[config.mk]
export PLATFORM = sky130hd
export DESIGN_NAME = bftl_outq
export DESIGN_NICKNAME = d
export VERILOG_FILES = /design/src/hw/rtl/bftl_pkg.sv /design/src/hw/rtl/bftl_outq.sv
export SDC_FILE = /design/constraint.sdc
export NUM_CORES = 1
export LEC_CHECK = 0
export ABC_AREA = 1
export BUFFER_PORTS_ARGS = -buffer_cell sky130_fd_sc_hd__buf_2
export CAP_MARGIN = 20
export CORE_ASPECT_RATIO = 1.5
export CORE_UTILIZATION = 55
export DETAILED_ROUTE_END_ITERATION = 6
export PLACE_DENSITY_LB_ADDON = 0.2
export SETUP_SLACK_MARGIN = 0.02
export SLEW_MARGIN = 20
export SYNTH_ARGS = -nofsm -noshare
export SYNTH_HDL_FRONTEND = slang
export SYNTH_SLANG_ARGS = --single-unit
[constraint.sdc]
create_clock -name clk -period 11.01 [get_ports clk]
set_input_delay 0.5505 -clock clk [delete_from_list [all_inputs] [get_ports clk]]
set_output_delay 0.5505 -clock clk [all_outputs]
set_load 0.1 [all_outputs]
[src/hw/rtl/bftl_pkg.sv]
// ----------------------------------------------------------------------------
// bftl_pkg
// Shared types, codes and the byte-to-token map of the run-length lexer.
// ----------------------------------------------------------------------------
package bftl_pkg;

  localparam int NEST_DEPTH_DEF = 256;
  localparam int INDEX_BITS_DEF = 16;

  localparam int OUT_W   = 16;
  localparam int COUNT_W = 16;

  localparam logic [COUNT_W-1:0] RUN_MAX = '1;

  // token types; NO_CMD marks a byte that is not a command
  localparam logic [3:0] CMD_INC   = 4'd0;
  localparam logic [3:0] CMD_DEC   = 4'd1;
  localparam logic [3:0] CMD_RIGHT = 4'd2;
  localparam logic [3:0] CMD_LEFT  = 4'd3;
  localparam logic [3:0] CMD_OUT   = 4'd4;
  localparam logic [3:0] CMD_IN    = 4'd5;
  localparam logic [3:0] CMD_OPEN  = 4'd6;
  localparam logic [3:0] CMD_CLOSE = 4'd7;
  localparam logic [3:0] NO_CMD    = 4'd8;

  localparam logic [2:0] TOK_OPEN  = 3'd6;
  localparam logic [2:0] TOK_CLOSE = 3'd7;

  localparam logic KIND_TOKEN  = 1'b0;
  localparam logic KIND_STATUS = 1'b1;

  localparam logic [2:0] ST_OK        = 3'd0;
  localparam logic [2:0] ST_UNMATCHED = 3'd1;
  localparam logic [2:0] ST_UNCLOSED  = 3'd2;
  localparam logic [2:0] ST_NEST_OVF  = 3'd3;
  localparam logic [2:0] ST_TOKEN_OVF = 3'd4;

  localparam logic [7:0] CH_PLUS  = 8'h2B;
  localparam logic [7:0] CH_MINUS = 8'h2D;
  localparam logic [7:0] CH_GT    = 8'h3E;
  localparam logic [7:0] CH_LT    = 8'h3C;
  localparam logic [7:0] CH_DOT   = 8'h2E;
  localparam logic [7:0] CH_COMMA = 8'h2C;
  localparam logic [7:0] CH_LBRK  = 8'h5B;
  localparam logic [7:0] CH_RBRK  = 8'h5D;

  typedef struct packed {
    logic               kind;
    logic [2:0]         token_type;
    logic [COUNT_W-1:0] repeat_count;
    logic [OUT_W-1:0]   token_index;
    logic [OUT_W-1:0]   partner_index;
    logic [2:0]         status_code;
  } res_t;

  // all results caused by one input byte
  typedef struct packed {
    logic [1:0]     cnt;
    res_t [2:0]     r;
  } group_t;

  typedef struct packed {
    logic   valid;
    group_t grp;
  } grp_push_t;

  function automatic logic [3:0] map_byte(input logic [7:0] b);
    logic [3:0] t;
    case (b)
      CH_PLUS:  t = CMD_INC;
      CH_MINUS: t = CMD_DEC;
      CH_GT:    t = CMD_RIGHT;
      CH_LT:    t = CMD_LEFT;
      CH_DOT:   t = CMD_OUT;
      CH_COMMA: t = CMD_IN;
      CH_LBRK:  t = CMD_OPEN;
      CH_RBRK:  t = CMD_CLOSE;
      default:  t = NO_CMD;
    endcase
    return t;
  endfunction

endpackage

[src/hw/rtl/bftl_outq.sv]
// ----------------------------------------------------------------------------
// bftl_outq
// Two-group result buffer; sends the results of each group one beat at a time.
// ----------------------------------------------------------------------------
module bftl_outq (
  input  logic                clk,
  input  logic                rst_n,
  input  bftl_pkg::grp_push_t push,
  output logic                full,
  output logic                out_valid,
  input  logic                out_stall,
  output bftl_pkg::res_t      res,
  output logic                last
);

  bftl_pkg::group_t grp_r [2];
  logic             wr_r, rd_r;
  logic [1:0]       cnt_r, cnt_nxt;
  logic [1:0]       slot_r;
  logic             beat, pop;

  assign full      = (cnt_r == 2'd2);
  assign out_valid = (cnt_r != 2'd0);
  assign res       = grp_r[rd_r].r[slot_r];
  assign last      = (slot_r == grp_r[rd_r].cnt - 2'd1);
  assign beat      = out_valid && !out_stall;
  assign pop       = beat && last;

  always_comb begin
    cnt_nxt = cnt_r;
    if (push.valid && !pop) begin
      cnt_nxt = cnt_r + 2'd1;
    end else if (!push.valid && pop) begin
      cnt_nxt = cnt_r - 2'd1;
    end
  end

  always_ff @(posedge clk) begin
    if (!rst_n) begin
      wr_r   <= 1'b0;
      rd_r   <= 1'b0;
      cnt_r  <= '0;
      slot_r <= '0;
    end else begin
      cnt_r <= cnt_nxt;
      if (push.valid) begin
        wr_r <= !wr_r;
      end
      if (pop) begin
        rd_r   <= !rd_r;
        slot_r <= '0;
      end else if (beat) begin
        slot_r <= slot_r + 2'd1;
      end
    end
  end

  always_ff @(posedge clk) begin
    if (push.valid) begin
      grp_r[wr_r] <= push.grp;
    end
  end

endmodule

==> results.json <==
{
  "synthTopCellsByCount": "edfxtp_1, nor2_1, o21ai_0",
  "first_pass_iters": 7,
  "die_height_um": 190,
  "yosys.cell_count.top_type": "edfxtp_1",
  "cpPeakStageDelay_ps": 690,
  "finalSetupViolCount": 0,
  "cp-start-kind": "flop",
  "synthArstFlopShare_pct": 0,
  "min_period_ps": 3990,
  "nNetsFinal": 1330,
  "wirelength_um": 27900,
  "postCtsHoldBufs": 0,
  "status": "finished, final reports clean",
  "hp-class": "in2reg",
  "power_mw": 3.36,
  "syn_area_sq_um": 13000,
  "synth_mux_area_share_pct": 0,
  "drive_above_1_share_pct": 25.1,
  "cp_num_buf_inv": 3,
  "grt_pass1_wl_um": 42500,
  "synth_top_area_share_pct": 77.2,
  "synth-adder-area-share_pct": 0.0963,
  "grt_pass1_vias": 8234,
  "clock_skew_ps": 8.04,
  "worstMarginPinSlew_ps": 1020,
  "synth_edf_count": 334,
  "ir_worst_vdd_v": 0.000199,
  "synth_xor_area_share_pct": 0.135,
  "grt_overflow": 0,
  "rsz0062_at_grt": "no",
  "synth_top_family_by_area": "compound AO/OA/AOI/OAI gates",
  "cp_top_family": "buffers and inverters",
  "synth.area.top_cells": "edfxtp_1, o21ai_0, nor2_1",
  "clk_path_buf_depth": 3,
  "io_buffers": 228,
  "ioPinCount": 229,
  "max_freq_ghz": 0.250,
  "cts.clk_slew.worst_paths_ps": 60,
  "synth_ff_type": "edfxtp_1",
  "relSlewSlack_pct": 32.2,
  "cts-resized-gates": 0,
  "die_w_um": 128,
  "netlist_instances": 949,
  "drc": 0,
  "wire_per_inst_um": 18.5,
  "final_area_sq_um": 15400,
  "utilization_pct": 66.3,
  "ys_types": 23,
  "area_growth_pct": 18.1,
  "min_period_over_period_pct": 36.3,
  "fin_cells": 1504,
  "row_count": 68,
  "crit_path_end_kind": "output pin",
  "timing_hold_violations_final": 0,
  "crit_type": "reg2out",
  "core_area_sq_um": 23100,
  "ys_warn_count": 0,
  "via_per_inst": 5.53,
  "cts_num_sinks": 341,
  "die-area_sq_um": 24300,
  "postPlaceCellArea_sq_um": 14300,
  "cp_cell_sequence": "inv_4 > buf_6 > o21ai_0 > o22ai_1 > nand2_1 > o21ai_1 > buf_2",
  "crit_fanout": 103,
  "ant_nets": 0,
  "ys_ff_latch": 341,
  "dp_hpwl_um": 15900,
  "grt_max_degree": 142,
  "cts_buffers": 30,
  "syn_nets": 1121,
  "clk_latency_ps": 550,
  "drt_iter0_drc": 544,
  "dpl.cell_count": 1441,
  "ctsHtreeMaxLevel": 1,
  "antenna_found_initial": 10,
  "cts_tree": "yes",
  "globalRouteTotalUtil_pct": 22.9,
  "num-fill-cells": 1761,
  "synth-compound-area-share_pct": 11.4,
  "cap_violations": 0,
  "gp_congestion": 0.731,
  "start_util_pct": 56.1,
  "synth-seq-area-share_pct": 78.3,
  "finalMaxSlewViolations": 0,
  "arrival_ps": 3440,
  "timing.hold.ws_ps": 188,
  "vias": 8313,
  "cts_setup_buffers": 0,
  "cp_slowest_cell": "buf_6",
  "finalSetupTns_ps": 0,
  "p_per_area_nw_per_um2": 219,
  "syn_area_per_cell_sq_um": 13.7,
  "place_worst_setup_slack_ps": 7250,
  "cts-root-buf": "clkbuf_16",
  "fin_ws_ps": 7020,
  "yosysTopAreaCell": "edfxtp_1",
  "leakage_nw": 5.68,
  "yosys.area_share.simple_pct": 7.51,
  "crit_required_ps": 10460
}
-- cells in the final DEF (no fill, tap or decap), types with 2 or more instances in the layout --
cell type and n:
nand3_2 2, clkbuf_1 7, a21oi_1 4, clkinv_1 3
bufinv_16 3, xor2_1 2, dfxtp_1 5, nor2_4 2
nor2_1 172, diode_2 7, clkinv_2 8, buf_4 6
buf_2 228, o21ai_0 143, nand2_1 69, inv_2 3
o21ai_1 80, inv_1 7, clkbuf_16 31, nand3_1 2
o22ai_1 55, edfxtp_1 334, clkbuf_8 3, nand2_2 4
-- power by group --
group          internal [mW]  switching (mW)
clock                  0.606           0.440
sequential              1.50          0.0287
combinational          0.133           0.646
total                   2.24            1.11
-- cell type report --
type / count / area (sq um) / area share [%]
sequential: 341 / 10200 / 66.3
multi-input combinational: 537 / 2500 / 16.3
timing repair buffer: 236 / 1220 / 7.93
clock buffer: 41 / 843 / 5.49
tap: 315 / 394 / 2.57
clock inverter: 15 / 153 / 0.994
inverter: 12 / 52.6 / 0.342
antenna: 7 / 17.5 / 0.114
-- metal layers --
layer	global-route usage, %	vias up	share of wire (%)
li1	-	3934	-
met1	27.4	4055	38
met2	40.2	259	52
met3	4.60	59	7.0
met4	9.39	6	2.7
met5	0	-	0.12
-- worst reg2reg max path: stages, from the launching register on --
cell and delay (ps):
dfxtp_4 540, inv_4 590, buf_6 690, nand2_2 140, nand3_1 150, nand2_1 80
nand2_2 80, nand3_2 80, ha_1 320, a21oi_1 110, o21ai_0 110, o21ai_0 160
a21oi_1 50
-- flip-flops by register name, indices dropped and copies added (netlist names), named ones only --
signal,cells
wr_r,1
rd_r,1
grp_r,334
cnt_r,2
slot_r,2
-- path summary, 6_finish.rpt --
check	depth (start not counted)	endpoint	start	slack, ps
min	1	grp_r[1][50]	push[50]	190
min reg2reg	2	cnt_r[1]	cnt_r[1]	520
max reg2reg	12	cnt_r[1]	flop	7800
max	7	res[29]	flop	7020
-- logic make-up after synthesis --
group / Yosys count
AOI/OAI and AO/OA: 282
xor gates and xnor gates: 2
adders and majority gates: 1
buffers and inverters: 71
DFF: 341
and+or+nand+nor: 252
Note: power is estimated with default switching activity, not from simulation.
